**src/sv/tts_pkg.sv**
```systemverilog
// Shared types and constants of the thermistor temperature statistics unit.
// Holds the datapath operation codes, the command/status structs and the
// fixed-point coefficients. No dependencies.
package tts_pkg;

   localparam int SENSOR_W = 16;
   localparam int TEMP_W   = 16;
   localparam int IDX_W    = 4;
   localparam int SUM_W    = 21;
   localparam int VAL_W    = 18;
   localparam int MAG_W    = 32;
   localparam int QUO_W    = 21;
   localparam int PROD_W   = 64;

   // Polynomial coefficients and offsets.
   localparam logic [MAG_W-1:0]        COEF_A = 32'd1092;
   localparam logic [MAG_W-1:0]        DIV_A  = 32'd1000;
   localparam logic [MAG_W-1:0]        DIV_L  = 32'd100000;
   localparam logic signed [VAL_W-1:0] OFS_A  = 18'sd53300;
   localparam logic signed [VAL_W-1:0] OFS_B  = -18'sd12000;
   localparam logic signed [VAL_W-1:0] OFS_T  = 18'sd1219;

   // Reciprocals for the constant divisions: floor(2^SHIFT / divisor).
   localparam int               SHIFT_A   = 40;
   localparam logic [MAG_W-1:0] RECIP_A   = 32'd1099511627;
   localparam int               SHIFT_L   = 47;
   localparam logic [MAG_W-1:0] RECIP_L   = 32'd1407374883;
   localparam int               SHIFT_AVG = 31;

   localparam logic signed [TEMP_W-1:0] TEMP_MAX = 16'sh7FFF;
   localparam logic signed [TEMP_W-1:0] TEMP_MIN = -16'sh8000;

   typedef enum logic [3:0] {
      OP_NONE,
      OP_LOAD,
      OP_RECIP_A,
      OP_BACK_A,
      OP_FIX_A,
      OP_MUL_V,
      OP_RECIP_L,
      OP_BACK_L,
      OP_FIX_B,
      OP_FIX_T,
      OP_ACCUM,
      OP_AVG_BACK,
      OP_AVG_FIX,
      OP_EMIT
   } tts_op_type;

   typedef struct packed {
      tts_op_type op;
   } tts_cmd_type;

   typedef struct packed {
      logic frame_last;
   } tts_status_type;

endpackage

```
**src/sv/thermistor_temperature_statistics_unit.sv**
```systemverilog
// Thermistor temperature statistics unit: every step of the cubic polynomial,
// its reciprocal divisions and the frame average share one registered
// multiplier, so each transaction is sequenced step by step, with the average
// steps added on the last sample of a frame. A new sample is taken only in the
// cycle after the last result is registered, while that result waits.
// Synchronous active-high reset clears the sequencer and the frame state.
module thermistor_temperature_statistics_unit
   import tts_pkg::*;
#(
   parameter int SENSOR_COUNT = 4
)
(
   input  logic        clock,
   input  logic        reset,
   input  logic        req_tvalid,
   output logic        req_tready,
   input  logic [15:0] req_tdata,   // [15:0] sensor_code
   output logic        rsp_tvalid,
   input  logic        rsp_tready,
   output logic [63:0] rsp_tdata,   // [15:0] temperature, [31:16] frame_min,
                                    // [47:32] frame_max, [63:48] frame_average
   output logic        rsp_tlast    // frame_done
);

   tts_cmd_type              cmd;
   tts_status_type           status;
   logic signed [TEMP_W-1:0] temperature, frame_min, frame_max, frame_average;

   tts_ctrl u_ctrl (
      .clock      (clock),
      .reset      (reset),
      .req_tvalid (req_tvalid),
      .req_tready (req_tready),
      .rsp_tvalid (rsp_tvalid),
      .rsp_tready (rsp_tready),
      .status     (status),
      .cmd        (cmd)
   );

   tts_datapath #(
      .SENSOR_COUNT (SENSOR_COUNT)
   ) u_datapath (
      .clock         (clock),
      .reset         (reset),
      .cmd           (cmd),
      .status        (status),
      .sensor_code   (req_tdata[SENSOR_W-1:0]),
      .temperature   (temperature),
      .frame_done    (rsp_tlast),
      .frame_min     (frame_min),
      .frame_max     (frame_max),
      .frame_average (frame_average)
   );

   assign rsp_tdata = {frame_average, frame_max, frame_min, temperature};

endmodule

```
**src/sv/tts_ctrl.sv**
```systemverilog
// Sequencer of the thermistor temperature statistics unit.
// Steps the datapath through the conversion and statistics operations and
// owns the handshakes. Depends on tts_pkg.
module tts_ctrl
   import tts_pkg::*;
(
   input  logic           clock,
   input  logic           reset,
   input  logic           req_tvalid,
   output logic           req_tready,
   output logic           rsp_tvalid,
   input  logic           rsp_tready,
   input  tts_status_type status,
   output tts_cmd_type    cmd
);

   typedef enum logic [4:0] {
      S_IDLE,
      S_RECIP_A,
      S_BACK_A,
      S_FIX_A,
      S_MUL_B,
      S_RECIP_B,
      S_BACK_B,
      S_FIX_B,
      S_MUL_T,
      S_RECIP_T,
      S_BACK_T,
      S_FIX_T,
      S_ACCUM,
      S_AVG_BACK,
      S_AVG_FIX,
      S_EMIT
   } state_type;

   state_type state_ff, state_in;
   logic      rsp_valid_ff;
   logic      emit_go;

   assign req_tready = (state_ff == S_IDLE);
   assign rsp_tvalid = rsp_valid_ff;
   // The output register may be reloaded once its transaction completes.
   assign emit_go    = !rsp_valid_ff || rsp_tready;

   always_comb begin
      state_in = state_ff;
      cmd.op   = OP_NONE;
      case (state_ff)
         S_IDLE: begin
            if (req_tvalid) begin
               cmd.op   = OP_LOAD;
               state_in = S_RECIP_A;
            end
         end
         S_RECIP_A:  begin cmd.op = OP_RECIP_A; state_in = S_BACK_A;  end
         S_BACK_A:   begin cmd.op = OP_BACK_A;  state_in = S_FIX_A;   end
         S_FIX_A:    begin cmd.op = OP_FIX_A;   state_in = S_MUL_B;   end
         S_MUL_B:    begin cmd.op = OP_MUL_V;   state_in = S_RECIP_B; end
         S_RECIP_B:  begin cmd.op = OP_RECIP_L; state_in = S_BACK_B;  end
         S_BACK_B:   begin cmd.op = OP_BACK_L;  state_in = S_FIX_B;   end
         S_FIX_B:    begin cmd.op = OP_FIX_B;   state_in = S_MUL_T;   end
         S_MUL_T:    begin cmd.op = OP_MUL_V;   state_in = S_RECIP_T; end
         S_RECIP_T:  begin cmd.op = OP_RECIP_L; state_in = S_BACK_T;  end
         S_BACK_T:   begin cmd.op = OP_BACK_L;  state_in = S_FIX_T;   end
         S_FIX_T:    begin cmd.op = OP_FIX_T;   state_in = S_ACCUM;   end
         S_ACCUM: begin
            cmd.op   = OP_ACCUM;
            state_in = status.frame_last ? S_AVG_BACK : S_EMIT;
         end
         S_AVG_BACK: begin cmd.op = OP_AVG_BACK; state_in = S_AVG_FIX; end
         S_AVG_FIX:  begin cmd.op = OP_AVG_FIX;  state_in = S_EMIT;    end
         S_EMIT: begin
            if (emit_go) begin
               cmd.op   = OP_EMIT;
               state_in = S_IDLE;
            end
         end
         default: state_in = S_IDLE;
      endcase
   end

   always_ff @(posedge clock) begin
      if (reset) begin
         state_ff     <= S_IDLE;
         rsp_valid_ff <= 1'b0;
      end else begin
         state_ff <= state_in;
         if (state_ff == S_EMIT && emit_go) begin
            rsp_valid_ff <= 1'b1;
         end else if (rsp_tready) begin
            rsp_valid_ff <= 1'b0;
         end
      end
   end

endmodule

```
**src/sv/tts_datapath.sv**
```systemverilog
// Datapath of the thermistor temperature statistics unit: one shared
// 32x32 multiplier for the polynomial and the reciprocal divisions, the
// frame accumulators and the result register. Depends on tts_pkg.
module tts_datapath
   import tts_pkg::*;
#(
   parameter int SENSOR_COUNT = 4
)
(
   input  logic                     clock,
   input  logic                     reset,
   input  tts_cmd_type              cmd,
   output tts_status_type           status,
   input  logic [SENSOR_W-1:0]      sensor_code,
   output logic signed [TEMP_W-1:0] temperature,
   output logic                     frame_done,
   output logic signed [TEMP_W-1:0] frame_min,
   output logic signed [TEMP_W-1:0] frame_max,
   output logic signed [TEMP_W-1:0] frame_average
);

   localparam logic [MAG_W-1:0] DIV_AVG   = MAG_W'(SENSOR_COUNT);
   localparam logic [MAG_W-1:0] RECIP_AVG = MAG_W'((64'd1 << SHIFT_AVG) / SENSOR_COUNT);
   localparam logic [IDX_W-1:0] IDX_LAST  = IDX_W'(SENSOR_COUNT - 1);

   // Working registers.
   logic [SENSOR_W-1:0]      x_ff;
   logic [PROD_W-1:0]        prod_ff, prod_in;
   logic [MAG_W-1:0]         mag_ff, mag_in;
   logic                     neg_ff, neg_in;
   logic [QUO_W-1:0]         quo_ff, quo_in;
   logic signed [VAL_W-1:0]  value_ff, value_in;
   logic signed [TEMP_W-1:0] temp_ff;

   // Frame state.
   logic [IDX_W-1:0]         index_ff;
   logic signed [SUM_W-1:0]  sum_ff, sum_in;
   logic signed [TEMP_W-1:0] min_ff, min_in;
   logic signed [TEMP_W-1:0] max_ff, max_in;

   // Result register.
   logic signed [TEMP_W-1:0] rsp_temp_ff, rsp_min_ff, rsp_max_ff, rsp_avg_ff;
   logic                     rsp_done_ff;

   logic [MAG_W-1:0]         mul_a, mul_b;
   logic [MAG_W-1:0]         value_abs, sum_abs, rem, divisor;
   logic [QUO_W-1:0]         quo_fix;
   logic signed [VAL_W-1:0]  quo_signed, offset;
   logic                     frame_last;

   assign frame_last        = (index_ff >= IDX_LAST);
   assign status.frame_last = frame_last;

   assign value_abs = value_ff[VAL_W-1] ? MAG_W'(-value_ff) : MAG_W'(value_ff);
   assign sum_abs   = sum_in[SUM_W-1] ? MAG_W'(-sum_in) : MAG_W'(sum_in);

   // Frame accumulation of the current temperature.
   always_comb begin
      sum_in = sum_ff + SUM_W'(temp_ff);
      min_in = (temp_ff < min_ff) ? temp_ff : min_ff;
      max_in = (temp_ff > max_ff) ? temp_ff : max_ff;
   end

   // Quotient correction: the reciprocal estimate is either exact or one low.
   always_comb begin
      case (cmd.op)
         OP_FIX_A:   begin divisor = DIV_A;   offset = OFS_A; end
         OP_FIX_B:   begin divisor = DIV_L;   offset = OFS_B; end
         OP_FIX_T:   begin divisor = DIV_L;   offset = OFS_T; end
         OP_AVG_FIX: begin divisor = DIV_AVG; offset = '0;    end
         default:    begin divisor = DIV_L;   offset = '0;    end
      endcase
      rem        = mag_ff - prod_ff[MAG_W-1:0];
      quo_fix    = quo_ff + QUO_W'(rem >= divisor);
      quo_signed = neg_ff ? -$signed({1'b0, quo_fix[VAL_W-2:0]})
                          :  $signed({1'b0, quo_fix[VAL_W-2:0]});
      value_in   = quo_signed + offset;
   end

   // Operand selection of the shared multiplier.
   always_comb begin
      mul_a  = '0;
      mul_b  = '0;
      quo_in = quo_ff;
      mag_in = mag_ff;
      neg_in = neg_ff;
      case (cmd.op)
         OP_LOAD: begin
            mul_a  = MAG_W'(sensor_code);
            mul_b  = COEF_A;
            neg_in = 1'b1;
         end
         OP_RECIP_A: begin
            mag_in = prod_ff[MAG_W-1:0];
            mul_a  = prod_ff[MAG_W-1:0];
            mul_b  = RECIP_A;
         end
         OP_BACK_A: begin
            quo_in = QUO_W'(prod_ff[PROD_W-1:SHIFT_A]);
            mul_a  = MAG_W'(quo_in);
            mul_b  = DIV_A;
         end
         OP_MUL_V: begin
            mul_a  = MAG_W'(x_ff);
            mul_b  = value_abs;
            neg_in = value_ff[VAL_W-1];
         end
         OP_RECIP_L: begin
            mag_in = prod_ff[MAG_W-1:0];
            mul_a  = prod_ff[MAG_W-1:0];
            mul_b  = RECIP_L;
         end
         OP_BACK_L: begin
            quo_in = QUO_W'(prod_ff[PROD_W-1:SHIFT_L]);
            mul_a  = MAG_W'(quo_in);
            mul_b  = DIV_L;
         end
         OP_ACCUM: begin
            mag_in = sum_abs;
            neg_in = sum_in[SUM_W-1];
            mul_a  = sum_abs;
            mul_b  = RECIP_AVG;
         end
         OP_AVG_BACK: begin
            quo_in = QUO_W'(prod_ff[PROD_W-1:SHIFT_AVG]);
            mul_a  = MAG_W'(quo_in);
            mul_b  = DIV_AVG;
         end
         default: begin
         end
      endcase
      prod_in = PROD_W'(mul_a) * PROD_W'(mul_b);
   end

   // Working and result registers carry no reset.
   always_ff @(posedge clock) begin
      quo_ff <= quo_in;
      mag_ff <= mag_in;
      neg_ff <= neg_in;
      case (cmd.op)
         OP_LOAD: begin
            x_ff    <= sensor_code;
            prod_ff <= prod_in;
         end
         OP_RECIP_A, OP_BACK_A, OP_MUL_V, OP_RECIP_L, OP_BACK_L,
         OP_ACCUM, OP_AVG_BACK: begin
            prod_ff <= prod_in;
         end
         OP_FIX_A, OP_FIX_B, OP_AVG_FIX: begin
            value_ff <= value_in;
         end
         OP_FIX_T: begin
            value_ff <= value_in;
            temp_ff  <= value_in[TEMP_W-1:0];
         end
         OP_EMIT: begin
            rsp_temp_ff <= temp_ff;
            rsp_done_ff <= frame_last;
            if (frame_last) begin
               rsp_min_ff <= min_ff;
               rsp_max_ff <= max_ff;
               rsp_avg_ff <= value_ff[TEMP_W-1:0];
            end else begin
               rsp_min_ff <= '0;
               rsp_max_ff <= '0;
               rsp_avg_ff <= '0;
            end
         end
         default: begin
         end
      endcase
   end

   // Frame state.
   always_ff @(posedge clock) begin
      if (reset) begin
         index_ff <= '0;
         sum_ff   <= '0;
         min_ff   <= TEMP_MAX;
         max_ff   <= TEMP_MIN;
      end else begin
         case (cmd.op)
            OP_ACCUM: begin
               sum_ff <= sum_in;
               min_ff <= min_in;
               max_ff <= max_in;
            end
            OP_EMIT: begin
               if (frame_last) begin
                  index_ff <= '0;
                  sum_ff   <= '0;
                  min_ff   <= TEMP_MAX;
                  max_ff   <= TEMP_MIN;
               end else begin
                  index_ff <= index_ff + IDX_W'(1);
               end
            end
            default: begin
            end
         endcase
      end
   end

   assign temperature   = rsp_temp_ff;
   assign frame_done    = rsp_done_ff;
   assign frame_min     = rsp_min_ff;
   assign frame_max     = rsp_max_ff;
   assign frame_average = rsp_avg_ff;

endmodule

```
**config.mk**
```make
export PLATFORM = sky130hd
export DESIGN_NAME = thermistor_temperature_statistics_unit
export DESIGN_NICKNAME = d
export VERILOG_FILES = /design/src/sv/tts_pkg.sv /design/src/sv/thermistor_temperature_statistics_unit.sv /design/src/sv/tts_ctrl.sv /design/src/sv/tts_datapath.sv
export SDC_FILE = /design/constraint.sdc
export NUM_CORES = 2
export LEC_CHECK = 0
export ABC_AREA = 1
export BUFFER_PORTS_ARGS = -buffer_cell sky130_fd_sc_hd__buf_2
export CORE_MARGIN = 3
export CORE_UTILIZATION = 50
export CTS_BUF_LIST = sky130_fd_sc_hd__clkbuf_16
export CTS_CLUSTER_SIZE = 12
export DETAILED_ROUTE_END_ITERATION = 8
export GPL_TIMING_DRIVEN = 0
export PLACE_DENSITY_LB_ADDON = 0.08
export SLEW_MARGIN = 20
export SYNTH_ARGS = -nofsm -noshare
export SYNTH_HDL_FRONTEND = slang
export SYNTH_SLANG_ARGS = --single-unit
```
**constraint.sdc**
```tcl
create_clock -name clock -period 16.85 [get_ports clock]
set_input_delay 4.2125 -clock clock [delete_from_list [all_inputs] [get_ports clock]]
set_output_delay 4.2125 -clock clock [all_outputs]
set_load 0.01 [all_outputs]
```
==> impl_metrics.toml <==
[grt]
grt_overflow = 0
grt_util_all_layers = 0.3410
met1_usage = 0.4595
grt_pass1_vias = 40169
grt_pass1_wl_microns = 255800
use_met3 = 0.04360
grt_max_degree = 38
use_met2 = 0.5597
grt.busiest_layer = "met2"
antenna_found_initial = 3

[setup_path]
cp-start-kind = "primary input"
required_ns = 17.13
crit_path_end_kind = "flip-flop"
crit_buf_inv = 10
critPathSlowestCell = "o21ai_0"
crit_fanout = 25
critPathTopFamily = "adder cells"
cp.arrival_ns = 13.31
slowest_delay_ns = 0.71
path_class = "in -> reg"

[logic_synthesis]
ys_types = 67
yosys_register_bits = 291
synth.avg_cell_area_sq_um = 8.473
yosysSeqAreaShare = 0.1642
yosysWarnings = 0
postSynthCellCount = 5835
synthFlopType = "edfxtp_1"
async_flop_share = 0
syn_area_sq_mm = 0.04944
synth_edf_count = 229

[timing]
tightest_slew_ns = 1.167
setup_violations = 0
period_minus_slack_ns = 13.03
finalCritPeriodShare = 0.7736
setup_tns_ns = 0
clock_skew_ns = 0.03029
finalHoldViolations = 0
clock.fmax_mhz = 76.72
slew_violations = 0
fin_ws_ns = 3.815
grt_setup_unrepaired = "no"
slew_headroom = 0.2022

[route]
routed_wl_microns = 172200
drc_errors = 0
postRouteAntennaNets = 0
firstDrtPassIters = 6
vias = 39149
post_drt_wl_per_cell_microns = 22.97
drt_iter0_drc = 3580
avgViaCountPerCell = 5.221

[die]
pin_count = 87
fp.coreArea_sq_mm = 0.09742
start_util = 0.5075
dieArea_sq_mm = 0.1027
rows = 114
die_h_microns = 320.5
die_w_microns = 320.5

[placed_design]
gp_congestion = 1.007
hpwl_microns = 148300
portBuffers = 85
pre_cts_slack_ns = 3.500

[layout]
syn_to_final_growth_pct = 8.511
fin_nets = 7486
layout-drive-gt1-share = 0.05063

[cts]
cts_resized = 0
cts_setup_buffers = 0
clk_pin_slew_ns = 0.06
cts_htree_levels = 2
cts_root_buf = "clkbuf_16"
numCtsBuffers = 37
ctsHoldBuffers = 0
clock_latency_ns = 0.58
clkSinkCount = 291
cts_tree = "done"
cts_buffer_depth = 3

[status]
status = "finished clean"

[run]
maxCapViolations = 0

[min_path]
hold_class = "reg -> reg"
-- synth_stat cells, types with 6 or more instances --
cell type  instances  share of area
a21boi_0           6        0.00091
a21o_1            13         0.0020
a21oi_1          267          0.027
a22o_1             6         0.0011
a31oi_1           18         0.0023
buf_2             42         0.0043
buf_4             15         0.0023
buf_6              7         0.0016
clkbuf_1          58         0.0044
dfxtp_1           62          0.025
edfxtp_1         229           0.14
fa_1             899           0.36
ha_1             374          0.095
inv_1           1672           0.13
inv_2             15         0.0011
nand2_1          989          0.075
nand2_2           22         0.0028
nand3_1          164          0.017
nand3_2            7         0.0014
nand3b_1          12         0.0018
nand4_1           37         0.0047
nor2_1           440          0.033
nor2_2            13         0.0016
nor2_4             7         0.0016
nor3_1            37         0.0037
nor4_1            10         0.0013
o211ai_1          11         0.0017
o21a_1            12         0.0018
o21ai_0          140          0.014
o21ai_1            8        0.00081
o21bai_1          30         0.0046
o22ai_1           25         0.0032
o2bb2ai_1          8         0.0014
xnor2_1           31         0.0055
xor2_1            79          0.014
-- layout by cell type (no fill, tap or decap), types with 13 or more instances in the layout --
| cell | n |
|---|---|
| nor2_1 | 437 |
| ha_1 | 374 |
| buf_2 | 127 |
| a21o_1 | 13 |
| o22ai_1 | 25 |
| inv_1 | 1680 |
| nand3_1 | 164 |
| dfxtp_1 | 62 |
| nand2_1 | 988 |
| buf_4 | 18 |
| nand4_1 | 37 |
| nand2_2 | 23 |
| xor2_1 | 79 |
| xnor2_1 | 31 |
| clkbuf_16 | 37 |
| a31oi_1 | 18 |
| edfxtp_1 | 229 |
| inv_2 | 15 |
| clkinv_1 | 14 |
| conb_1 | 225 |
| nor2_2 | 15 |
| a21oi_1 | 266 |
| o21ai_0 | 140 |
| o21bai_1 | 30 |
| nor3_1 | 35 |
| clkbuf_1 | 56 |
| fa_1 | 899 |
-- per-layer routing --
metal	part of all wire	vias to the layer above	wire [microns]
met5	0	-	0
met4	0.051	0	8838
met3	0.072	330	12420
met2	0.46	1461	79580
met1	0.41	19427	71410
li1	-	17931	-
-- state kept, by name, summed over array words and instances (netlist names) --
signal and count:
u_datapath.min_ff 16, u_datapath.frame_done 1, u_datapath.prod_ff 64, u_datapath.temp_ff 16, u_datapath.frame_max 16, u_datapath.index_ff 4, u_ctrl.rsp_tvalid 1, u_datapath.frame_average 16
u_datapath.quo_ff 17, u_datapath.max_ff 16, u_ctrl.state_ff 4, u_datapath.mag_ff 32, u_datapath.value_ff 18, u_datapath.x_ff 16, u_datapath.neg_ff 1, u_datapath.frame_min 16
u_datapath.sum_ff 21, u_datapath.temperature 16
-- tightest hold or removal path, stage by stage (launching register included) --
cell and delay (ns):
dfxtp_1 0.31, nand2_1 0.06, nor2_1 0.04
-- logic make-up after synthesis --
family | count (synthesis) | synth area share
AOI/OAI and AO/OA | 581 | 0.06808
xor gates and xnor gates | 111 | 0.01982
adders and majority gates | 1273 | 0.4587
buffers and inverters | 1817 | 0.1413
DFF | 291 | 0.1642
other | 2 | 0.0001519
and+or+nand+nor | 1760 | 0.1478
-- final timing paths --
check | startpoint | end | slack, ns | cells after the start
min reg2reg | u_datapath.index_ff[3] | u_datapath.index_ff[3] | 0.45 | 2
min | u_datapath.index_ff[3] | u_datapath.index_ff[3] | 0.45 | 2
max reg2reg | u_datapath.temp_ff[0] | u_datapath.prod_ff[55] | 5.32 | 45
max | req_tvalid | u_datapath.prod_ff[41] | 3.82 | 33
-- stage by stage --
stage | cell area [sq um] | hold WS [ns] | cells | utilization
after floorplan | 50280 | 0.4229 | 6058 | -
after CTS | 53640 | 0.4434 | 7498 | 0.5506
after detailed placement | 52470 | 0.4356 | 7430 | 0.5386
after global placement | 52300 | 0.4330 | 7419 | 0.5368
after global routing | 53650 | 0.4644 | 7498 | 0.5507
final | 53650 | 0.4477 | 7499 | 0.5507
-- cell type report --
class / count / area (sq um)
fillers: 9356 / 43770
multi-input cells: 3950 / 35220
flip-flops and latches: 291 / 8118
inverters: 1692 / 6356
well taps: 1276 / 1597
clock buffers: 37 / 925.9
plain buffers: 125 / 633.1
repair buffers: 96 / 558.0
clock inverters: 31 / 237.7
diodes: 1 / 2.502
Power is left out: the tool's default activity adds up to more than one toggle a clock period on the data nets, which glitch-free logic cannot reach.
